## src/design/ost_ram.sv

```systemverilog
// ----------------------------------------------------------------------------
// ost_ram: generic single-port-write, one-read RAM
// Registered read data.
// ----------------------------------------------------------------------------
module ost_ram #(
  parameter int Width = 32,
  parameter int Depth = 64
) (
  input  logic                     clk,
  input  logic                     we,
  input  logic [$clog2(Depth)-1:0] waddr,
  input  logic [Width-1:0]         wdata,
  input  logic [$clog2(Depth)-1:0] raddr,
  output logic [Width-1:0]         rdata
);
  logic [Width-1:0] mem [Depth];
  always_ff @(posedge clk) begin
    if (we) begin
      mem[waddr] <= wdata;
    end
    rdata <= mem[raddr];
  end
endmodule

```

## config.mk

```make
export PLATFORM = sky130hd
export DESIGN_NAME = ost_ram
export DESIGN_NICKNAME = d
export VERILOG_FILES = /design/src/design/ost_ram.sv
export SDC_FILE = /design/constraint.sdc
export NUM_CORES = 2
export LEC_CHECK = 0
export ABC_AREA = 1
export BUFFER_PORTS_ARGS = -buffer_cell sky130_fd_sc_hd__buf_2
export CAP_MARGIN = 20
export CORE_UTILIZATION = 35
export DETAILED_ROUTE_END_ITERATION = 6
export PLACE_DENSITY = 0.55
export SLEW_MARGIN = 20
export SYNTH_ARGS = -nofsm -noshare
export SYNTH_HDL_FRONTEND = slang
export SYNTH_SLANG_ARGS = --single-unit
```

## constraint.sdc

```tcl
create_clock -name clk -period 7.3 [get_ports clk]
set_input_delay 1.46 -clock clk [delete_from_list [all_inputs] [get_ports clk]]
set_output_delay 1.46 -clock clk [all_outputs]
set_load 0.01 [all_outputs]
```

==> flow_metrics.tcl <==
set metrics [dict create \
    internal_power_mw 19.3 \
    powerDensity_mw_per_mm2 269 \
    pre_cts_slack_ns 2.66 \
    wl_per_cell_um 24.5 \
    fin_worst_skew_ns 0.0358 \
    p_switching_mw 5.83 \
    cts-resized-gates 0 \
    final_util_pct 39.7 \
    finalSetupTns_ns 0 \
    grt.total_usage_pct 20.5 \
    synth_adder_area_share_pct 0 \
    busiest_layer "met2" \
    final_nets 6811 \
    grt.met3_usage_pct 2.65 \
    dpl.cell_count 9703 \
    drc_errors 0 \
    antenna_found_initial 8 \
    dieArea_mm2 0.238 \
    syn_area_per_cell_um2 12.2 \
    criticalPathCategory "in -> reg" \
    synthMuxAreaShare_pct 0 \
    drv_slew 0 \
    synth-xor-area-share_pct 0 \
    die_x_um 488 \
    max_freq_mhz 264 \
    placed_area_mm2 0.0868 \
    clk_pin_slew_ns 0.06 \
    post-route-period-util_pct 51.8 \
    setup_violations 0 \
    synth-compound-area-share_pct 0 \
    grt.overflow.total 0 \
    pwr-share-clk_pct 41.1 \
    num_vias 53100 \
    hold_ws_ns 0.803 \
    crit_required_ns 7.80 \
    clock-sinks 2080 \
    synth_top_family_by_area "simple AND/OR/NAND/NOR gates" \
    clk_latency_ns 0.85 \
    hpwl_um 130000 \
    yosys-top-cells-area "edfxtp_1, nand3_1, nand2_1" \
    grt_pass1_vias 50700 \
    setup.worst_path.end_class "flop" \
    hold_viol 0 \
    synth_top_area_share_pct 74.3 \
    initial_core_util_pct 35.2 \
    drive_gt1_share_pct 8.54 \
    syn_area_mm2 0.0827 \
    placementRows 178 \
    synth_cells 6769 \
    cts_tree "yes" \
    ys_warn_count 0 \
    die_y_um 488 \
    ir_worst_vdd_uv 208 \
    grt_max_degree 174 \
    core_area_mm2 0.235 \
    synth_nets 6815 \
    combPwrFrac_pct 6.1 \
    critPathLaunchType "primary input" \
    arrival_ns 4.29 \
    htree_levels 4 \
    portBuffers 77 \
    fillers 22100 \
    first_pass_iters 6 \
    ctsLongestPathBuffers 3 \
    p_leak_nw 32.3 \
    fin_cells 10100 \
    clock-root-buffer "clkbuf_16" \
    path_max_fanout 17 \
    area_growth_pct 12.9 \
    met1_usage_pct 28.2 \
    ys_seq_area_share_pct 75.1 \
    ctsHoldBuffers 0 \
    worst_slack_ns 3.52 \
    drtIter0Drc 5897 \
    use_met2_pct 33.5 \
    ys_seq_elements 2080 \
    design_area_mm2 0.0934 \
    routabilityCongestion 0.822 \
    holdPathStages 8 \
    rr_worst_depth 8 \
    p_sw_share_pct 23.2 \
    yosys.area.top_type "edfxtp_1" \
    cts_setup_buffers 0 \
    ant_nets 0 \
    io_pins 78 \
    timing.slew.headroom_pct 23.8 \
    power_frac_seq_pct 52.8 \
    outcome "finished clean" \
    numCtsBuffers 210 \
    drt-total-wl_um 247000 \
    min_path_type "reg -> reg" \
    finalPower_mw 25.1 \
    yosysUniqueCellTypes 16 \
    synth_simple_gate_area_share_pct 22.1 \
    viasPerCell 5.27 \
    grt_pass1_wl_um 359000 \
    worst_pin_slew_ns 1.14 \
    cap_violations 0 \
    rsz0062_at_grt "no" \
    min_period_ns 3.78 \
]
## power groups by stage
stage | Clock [mW] | Combinational (mW) | Sequential [mW]
2_1_floorplan | 0 | 0.812 | 13.5
3_3_place_gp | 0 | 1.54 | 13.5
3_5_place_dp | 0 | 1.55 | 13.5
4_1_cts | 10.5 | 1.55 | 13.3
5_1_grt | 10.9 | 1.67 | 13.3
6_report | 10.3 | 1.54 | 13.3
## registers in the layout (all words and copies together), names as in the netlist
signal  count
mem      2048
rdata      32
## synthesized netlist by cell type, drive strengths merged
master and instances:
nor2 56, nor4 8, dfxtp 32, buf 372, inv 12, edfxtp 2048, nand4 9, clkbuf 77
nand2 2248, nand3 1907
## final timing paths
path                            startpoint         end  slack, ns
worst max register to register  mem[8][14]   rdata[14]       5.54
worst min-delay path            mem[60][5]    rdata[5]       0.80
worst max-delay path              waddr[2]  mem[9][23]       3.52
worst min register to register  mem[60][5]    rdata[5]       0.80
## routing by layer
| layer | share of wire (%) | up-vias |
|---|---|---|
| met5 | 0.0057 | - |
| met4 | 3.2 | 2 |
| met3 | 6.0 | 374 |
| met2 | 48 | 1929 |
| met1 | 43 | 26700 |
| li1 | - | 24100 |
## critical path, stage by stage
cell	delay, ns
buf_2	0.19
inv_1	0.29
nand4_1	0.87
nor2_4	1.02
buf_4	0.42
## cell type report
| type | count | area, um^2 | area share, % |
|---|---|---|---|
| Clock buffer | 273 | 5630 | 6.03 |
| Inverter | 12 | 82.6 | 0.0884 |
| Timing Repair Buffer | 233 | 1910 | 2.04 |
| Clock inverter | 107 | 892 | 0.955 |
| Sequential cell | 2080 | 62100 | 66.5 |
| Tap cell | 3150 | 3940 | 4.22 |
| Antenna cell | 9 | 22.5 | 0.0241 |
| Multi-Input combinational cell | 4228 | 18800 | 20.1 |
## layout by cell type (no fill, tap or decap), drive strengths merged
| cell | n |
|---|---|
| nor2 | 56 |
| nand3 | 1907 |
| clkbuf | 273 |
| nand4 | 9 |
| bufinv | 9 |
| clkinvlp | 2 |
| edfxtp | 2048 |
| inv | 16 |
| diode | 9 |
| dfxtp | 32 |
| nor4 | 8 |
| buf | 233 |
| nand2 | 2248 |
| clkinv | 92 |
## cells by family (layout without fill, tap and decap cells)
kind of cell,after synthesis,in the layout
simple gates,4228,4228
flops,2080,2080
buf+inv,461,625
other cells,0,9
No activity file was read; power rests on OpenSTA's default activity.
