[config.mk]
export PLATFORM = sky130hd
export DESIGN_NAME = ost_cell
export DESIGN_NICKNAME = d
export VERILOG_FILES = /design/src/design/ost_pkg.sv /design/src/design/ost_cell.sv
export SDC_FILE = /design/constraint.sdc
export NUM_CORES = 1
export LEC_CHECK = 0
export BUFFER_PORTS_ARGS = -buffer_cell sky130_fd_sc_hd__buf_2
export CAP_MARGIN = 25
export CELL_PAD_IN_SITES_DETAIL_PLACEMENT = 0
export CELL_PAD_IN_SITES_GLOBAL_PLACEMENT = 2
export CORE_MARGIN = 2
export CORE_UTILIZATION = 34
export DETAILED_ROUTE_END_ITERATION = 10
export GPL_TIMING_DRIVEN = 0
export MAX_ROUTING_LAYER = met4
export PLACE_DENSITY = 0.89
export SYNTH_ARGS = -nofsm -noshare
export SYNTH_HDL_FRONTEND = slang
export SYNTH_SLANG_ARGS = --single-unit
[constraint.sdc]
create_clock -name clk -period 5.8 [get_ports clk]
set_input_delay 1.16 -clock clk [delete_from_list [all_inputs] [get_ports clk]]
set_output_delay 1.16 -clock clk [all_outputs]
set_load 0.02 [all_outputs]
[src/design/ost_pkg.sv]
// ----------------------------------------------------------------------------
// ost_pkg: shared types and constants
// Matrix dimension, fixed-point widths, modes and the helpers for products.
// ----------------------------------------------------------------------------
package ost_pkg;

  localparam int MaxDim  = 8;
  localparam int IdxW    = 3;
  localparam int AddrW   = 6;
  localparam int DataW   = 32;
  // rounded products reach 2^46, eight of them summed need 51 bits
  localparam int AccW    = 64;

  typedef enum logic [1:0] {
    MODE_WR_X = 2'd0,
    MODE_WR_U = 2'd1,
    MODE_RUN  = 2'd2,
    MODE_NOP  = 2'd3
  } mode_t;

  // Control that travels down the chain with one product term.
  typedef struct packed {
    logic             vld;
    logic             first;
    logic             fin;
    logic             emit;
    logic [IdxW-1:0]  row;
    logic [IdxW-1:0]  col;
    logic             lst;
  } tag_t;

  // Rounded Q15.16 product: (a*b + 2^15) >> 16, floor.
  function automatic logic signed [47:0] qround(input logic signed [63:0] p);
    logic signed [63:0] s;
    s = p + 64'sd32768;
    return s[63:16];
  endfunction

  function automatic logic signed [DataW-1:0] sat32(input logic signed [AccW-1:0] v);
    if (v > AccW'(32'sh7fffffff)) begin
      return 32'sh7fffffff;
    end else if (v < -AccW'(64'sd2147483648)) begin
      return 32'sh80000000;
    end
    return v[DataW-1:0];
  endfunction

endpackage

[src/design/ost_cell.sv]
// ----------------------------------------------------------------------------
// ost_cell: one stage of the multiply-accumulate chain
// Stage 0 registers the product, stage 1 rounds, stage 2 accumulates and saturates.
// ----------------------------------------------------------------------------
module ost_cell (
  input  logic                           clk,
  input  logic                           rst_n,
  input  logic [1:0]                     sel,
  input  ost_pkg::tag_t                  tag_in,
  input  logic signed [63:0]             din,
  output ost_pkg::tag_t                  tag_out,
  output logic signed [63:0]             dout
);
  import ost_pkg::*;

  tag_t               tag_r;
  logic signed [63:0] d_r;
  logic signed [63:0] d_nxt;

  always_comb begin
    unique case (sel)
      2'd0: d_nxt = din;
      2'd1: d_nxt = 64'(qround(din));
      default: begin
        d_nxt = tag_in.first ? din : d_r + din;
        if (tag_in.fin) begin
          d_nxt = 64'(sat32(d_nxt[AccW-1:0]));
        end
      end
    endcase
  end

  always_ff @(posedge clk) begin
    if (!rst_n) begin
      tag_r <= '0;
    end else begin
      tag_r <= tag_in;
    end
    if (tag_in.vld) begin
      d_r <= d_nxt;
    end
  end

  assign tag_out = tag_r;
  assign dout    = d_r;
endmodule

==> flow_summary.html <==
<table>
<tr><th>Metric</th><th>Value</th></tr>
<tr><th colspan="2">Critical path</th></tr>
<tr><td>CP endpoint kind</td><td>flip-flop</td></tr>
<tr><td>Kind of cell adding the most delay to the critical path</td><td>compound AO/OA/AOI/OAI gates</td></tr>
<tr><td>Worst Path Required</td><td>6.02 ns</td></tr>
<tr><td>Cells on worst reg2reg path</td><td>15</td></tr>
<tr><td>Crit Reg-Reg Endpoint</td><td>dout[17]$_DFFE_PP_</td></tr>
<tr><td>Crit path largest cell delay</td><td>0.87 ns</td></tr>
<tr><td>Critical-path cell with the highest stage delay</td><td>a221oi_1</td></tr>
<tr><td>Reg-to-Reg Start</td><td>dout[22]$_DFFE_PP_</td></tr>
<tr><td>WP data arrival</td><td>5.93 ns</td></tr>
<tr><td>Type of element launching the critical path</td><td>input pin</td></tr>
<tr><td>Worst setup path class</td><td>input pin to flip-flop</td></tr>
<tr><td>Critical Path Fanout Max</td><td>10</td></tr>
<tr><td>Sequence of cells on the critical path</td><td>buf_2 -&gt; ha_1 -&gt; buf_2 -&gt; a21oi_2 -&gt; o21ai_2 -&gt; a221oi_2 -&gt; o21bai_1 -&gt; a221oi_2 -&gt; mux2_2 -&gt; a221oi_1 -&gt; nand4_1 -&gt; a211oi_1 -&gt; nand4_1 -&gt; o21bai_2 -&gt; buf_6 -&gt; a311o_1</td></tr>
<tr><td>Reg-to-reg setup timing slack</td><td>0.62 ns</td></tr>
<tr><td>Bufs and invs on worst path</td><td>3</td></tr>
<tr><th colspan="2">Synthesis</th></tr>
<tr><td>Number of warnings issued by yosys</td><td>0</td></tr>
<tr><td>Cells taking the most area after synthesis</td><td>edfxtp_1 18%, ha_1 7.6%, nand2_1 7.4%</td></tr>
<tr><td>Synth area leader</td><td>edfxtp_1</td></tr>
<tr><td>Post-Syn Area per Cell</td><td>7.452 µm²</td></tr>
<tr><td>Syn Nets</td><td>1559</td></tr>
<tr><td>Post-synth EDFFs</td><td>64</td></tr>
<tr><td>Most used DFF post-synth</td><td>edfxtp_1</td></tr>
<tr><td>Proportion of synthesized chip area in sequential cells</td><td>20.31%</td></tr>
<tr><td>Asr flop ratio synth</td><td>0%</td></tr>
<tr><td>Portion of synthesized cell area occupied by the leading cell type</td><td>18.22%</td></tr>
<tr><td>Area of the mapped netlist</td><td>0.01055 mm²</td></tr>
<tr><td>Unique masters post-synth</td><td>96</td></tr>
<tr><td>FF+latch count, synth</td><td>75</td></tr>
<tr><td>Cells after Synth</td><td>1415</td></tr>
<tr><th colspan="2">Floorplan</th></tr>
<tr><td>Number of top-level pins</td><td>154</td></tr>
<tr><td>Initial standard-cell utilization of the core</td><td>34.47%</td></tr>
<tr><td>FP Rows</td><td>64</td></tr>
<tr><td>Die extent in y</td><td>180.1 µm</td></tr>
<tr><td>Die Width</td><td>180.1 µm</td></tr>
<tr><td>Total die area</td><td>0.03244 mm²</td></tr>
<tr><td>Core outline area</td><td>0.03059 mm²</td></tr>
<tr><th colspan="2">Finish</th></tr>
<tr><td>Area added between synthesis and finish</td><td>15.26%</td></tr>
<tr><td>Final Net Count</td><td>1721</td></tr>
<tr><td>Proportion of layout cells with a drive suffix above 1</td><td>17.64%</td></tr>
<tr><td>Count of antenna diodes in the layout</td><td>0</td></tr>
<tr><th colspan="2">Global route</th></tr>
<tr><td>Maximum number of pins on one net before global-route repair</td><td>66</td></tr>
<tr><td>Grt total ovfl</td><td>0</td></tr>
<tr><td>Vias in the first global route</td><td>11630</td></tr>
<tr><td>Initial antenna violation count</td><td>0</td></tr>
<tr><td>First-pass GRT wire length</td><td>76980 µm</td></tr>
<tr><td>GRT Util Overall</td><td>32.37%</td></tr>
<tr><th colspan="2">Worst hold path</th></tr>
<tr><td>Worst hold path depth</td><td>4</td></tr>
<tr><td>Worst min path class</td><td>flip-flop to flip-flop</td></tr>
<tr><td>Min-Delay Endpoint</td><td>dout[0]$_DFFE_PP_</td></tr>
<tr><td>Startpoint of the worst hold path</td><td>dout[0]$_DFFE_PP_</td></tr>
<tr><th colspan="2">Power</th></tr>
<tr><td>Leakage</td><td>0.004521 µW</td></tr>
<tr><td>PD cells</td><td>238.3 mW/mm²</td></tr>
<tr><td>IR drop worst, VDD</td><td>0.1775 mV</td></tr>
<tr><th colspan="2">Timing</th></tr>
<tr><td>Fmax</td><td>0.1752 GHz</td></tr>
<tr><td>Max-slew headroom</td><td>25.40%</td></tr>
<tr><td>Worst clock skew on the final layout</td><td>0.008417 ns</td></tr>
<tr><td>Final Max Tran Viols</td><td>0</td></tr>
<tr><td>Final Hold Slack</td><td>0.8564 ns</td></tr>
<tr><td>Fin crit share</td><td>98.40%</td></tr>
<tr><td>Unrepaired setup endpoints after global routing</td><td>no</td></tr>
<tr><td>Minimum period implied by the final worst setup slack</td><td>5.707 ns</td></tr>
<tr><td># setup viols final</td><td>0</td></tr>
<tr><td>Number of failing hold endpoints at the final stage</td><td>0</td></tr>
<tr><td>Transition time of the tightest slew-check pin</td><td>1.119 ns</td></tr>
<tr><td>Aggregate negative setup slack</td><td>0 ns</td></tr>
<tr><th colspan="2">Clock tree</th></tr>
<tr><td>Clock latency on the worst-skew pair</td><td>0.36 ns</td></tr>
<tr><td>Number of H-tree branching levels</td><td>3</td></tr>
<tr><td>Number of CTS-inserted buffers</td><td>9</td></tr>
<tr><td>Clock-pin slew of the registers on the worst-case setup and hold paths</td><td>0.07 ns</td></tr>
<tr><td>Post-CTS Hold Buffers</td><td>0</td></tr>
<tr><td>CTS root buf</td><td>clkbuf_16</td></tr>
<tr><td>Clock net sink count</td><td>75</td></tr>
<tr><td>Maximum count of clock buffers along a single path</td><td>2</td></tr>
<tr><td>Clock tree from TritonCTS</td><td>yes</td></tr>
<tr><th colspan="2">Placed design</th></tr>
<tr><td>Placed wire-length estimate after detailed placement</td><td>43140 µm</td></tr>
<tr><td>Number of buffers inserted by port buffering</td><td>151</td></tr>
<tr><td>Final weighted congestion of routability-driven global placement</td><td>0.9862</td></tr>
<tr><th colspan="2">Drt</th></tr>
<tr><td>Total wire length</td><td>52900 µm</td></tr>
<tr><td>Detailed-route wire length per cell</td><td>26.74 µm</td></tr>
<tr><td>Post-DRT Antenna Nets</td><td>0</td></tr>
<tr><td>DRC marker count from the first detailed-route iteration</td><td>1561</td></tr>
<tr><td>Via count of the routed design</td><td>12490</td></tr>
<tr><td>1st-pass router iterations</td><td>6</td></tr>
<tr><td>Number of vias per cell after detailed routing</td><td>6.315</td></tr>
<tr><td>Total DRC errors in the routed layout</td><td>0</td></tr>
<tr><th colspan="2">Outcome</th></tr>
<tr><td>Run status</td><td>completed</td></tr>
<tr><th colspan="2">Job</th></tr>
<tr><td>Max-cap check violation count</td><td>0</td></tr>
</table>
report_power, final:
group / switching [µW] / total (µW) / leakage [µW] / internal (µW)
clock: 257 / 634 / 0.000157 / 377
sequential: 48.9 / 706 / 0.000724 / 657
combinational: 1070 / 1560 / 0.00364 / 489
registers in the layout (all words and copies together) (netlist names):
name and cells:
dout 64, tag_out 11
cells in the final DEF (no fill, tap or decap), drive strengths merged, types with 8 or more instances in the layout:
| cell | count |
|---|---|
| nor4 | 12 |
| xnor2 | 39 |
| inv | 17 |
| a311o | 30 |
| o211ai | 17 |
| or3 | 14 |
| a31oi | 10 |
| a21oi | 118 |
| nor2 | 139 |
| clkbuf | 54 |
| nand2 | 210 |
| o21ai | 142 |
| buf | 209 |
| mux2i | 8 |
| nand4 | 53 |
| a21o | 14 |
| xor2 | 48 |
| dfxtp | 11 |
| and3 | 15 |
| o21a | 10 |
| o31ai | 12 |
| nor3 | 24 |
| ha | 64 |
| a221o | 10 |
| nand3 | 41 |
| edfxtp | 64 |
| a211oi | 43 |
| and2 | 19 |
| nor2b | 8 |
kinds of logic after synthesis:
family                   synth area share (%)
adder cells (fa/ha/maj)                 7.784
AND/OR/NAND/NOR                         25.39
buffers and inverters                   5.327
XOR/XNOR                                7.297
AO/OA/AOI/OAI                           32.38
flip-flops                              20.31
multiplexers                            1.507
timing repair:
| action | in CTS | in global routing |
|---|---|---|
| setup endpoints to repair | 22 | 30 |
| pin swaps | 0 | 0 |
| gates cloned | 0 | 0 |
| gates resized for setup | 1 | 6 |
| setup buffers | 0 | 0 |
synthesized netlist by cell type (18+ instances only):
cell type / n
nand2_1: 209
nor2_1: 138
o21ai_0: 115
a21oi_1: 110
edfxtp_1: 64
ha_1: 64
nand4_1: 50
xor2_1: 47
clkbuf_1: 45
buf_2: 44
a211oi_1: 41
nand3_1: 41
xnor2_1: 39
a311o_1: 30
o21ai_1: 23
nor3_1: 22
and2_1: 18
cell type report:
type / instances / area (µm²)
sequential: 75 / 2142
tap: 396 / 495.5
clock buffer: 9 / 225.2
fill: 3290 / 18440
timing repair buffer: 151 / 758.2
inverter: 17 / 63.81
buffer: 103 / 498.0
multi-input combinational: 1220 / 7880
clock inverter: 7 / 91.34
layer usage:
metal  vias up  wire length [µm]  GRT usage (%)
li1       5673                 -              -
met1      6053             24400          47.56
met2       697             22310          46.54
met3        68              4998          3.941
met4         0              1190          8.613
met5         -                 0              -
worst max path at each step:
stage	start	endpoint	depth (start not counted)
5_1_grt	din[32]	dout[9]$_DFFE_PP_	16
3_5_place_dp	din[0]	dout[6]$_DFFE_PP_	17
6_report	din[22]	dout[17]$_DFFE_PP_	16
3_3_place_gp	din[0]	dout[6]$_DFFE_PP_	17
2_1_floorplan	din[0]	dout[12]$_DFFE_PP_	16
4_1_cts	din[0]	dout[6]$_DFFE_PP_	17
stage by stage:
stage / cell area (µm²) / std cells / setup WS, ns / total power (µW) / util (%)
after floorplan: 10550 / 1415 / 1.026 / 1656 / -
after global placement: 11800 / 1962 / -0.4439 / 2203 / 38.56
after detailed placement: 11800 / 1962 / -0.4103 / 2197 / 38.57
after CTS: 12120 / 1978 / 0.04963 / 2832 / 39.62
after global routing: 12150 / 1978 / 0.01633 / 3015 / 39.73
final: 12150 / 1978 / 0.09294 / 2896 / 39.73
worst reg2reg max path, stage by stage (launching register included):
cell and delay (ns):
edfxtp_1 0.44, ha_1 0.30, buf_2 0.19, a21oi_2 0.24, o21ai_2 0.12, a221oi_2 0.39
o21bai_1 0.18, a221oi_2 0.50, mux2_2 0.40, a221oi_1 0.87, nand4_1 0.19, a211oi_1 0.28
nand4_1 0.17, o21bai_2 0.35, buf_6 0.22, a311o_1 0.21
Power figures use the tool's default switching activity.
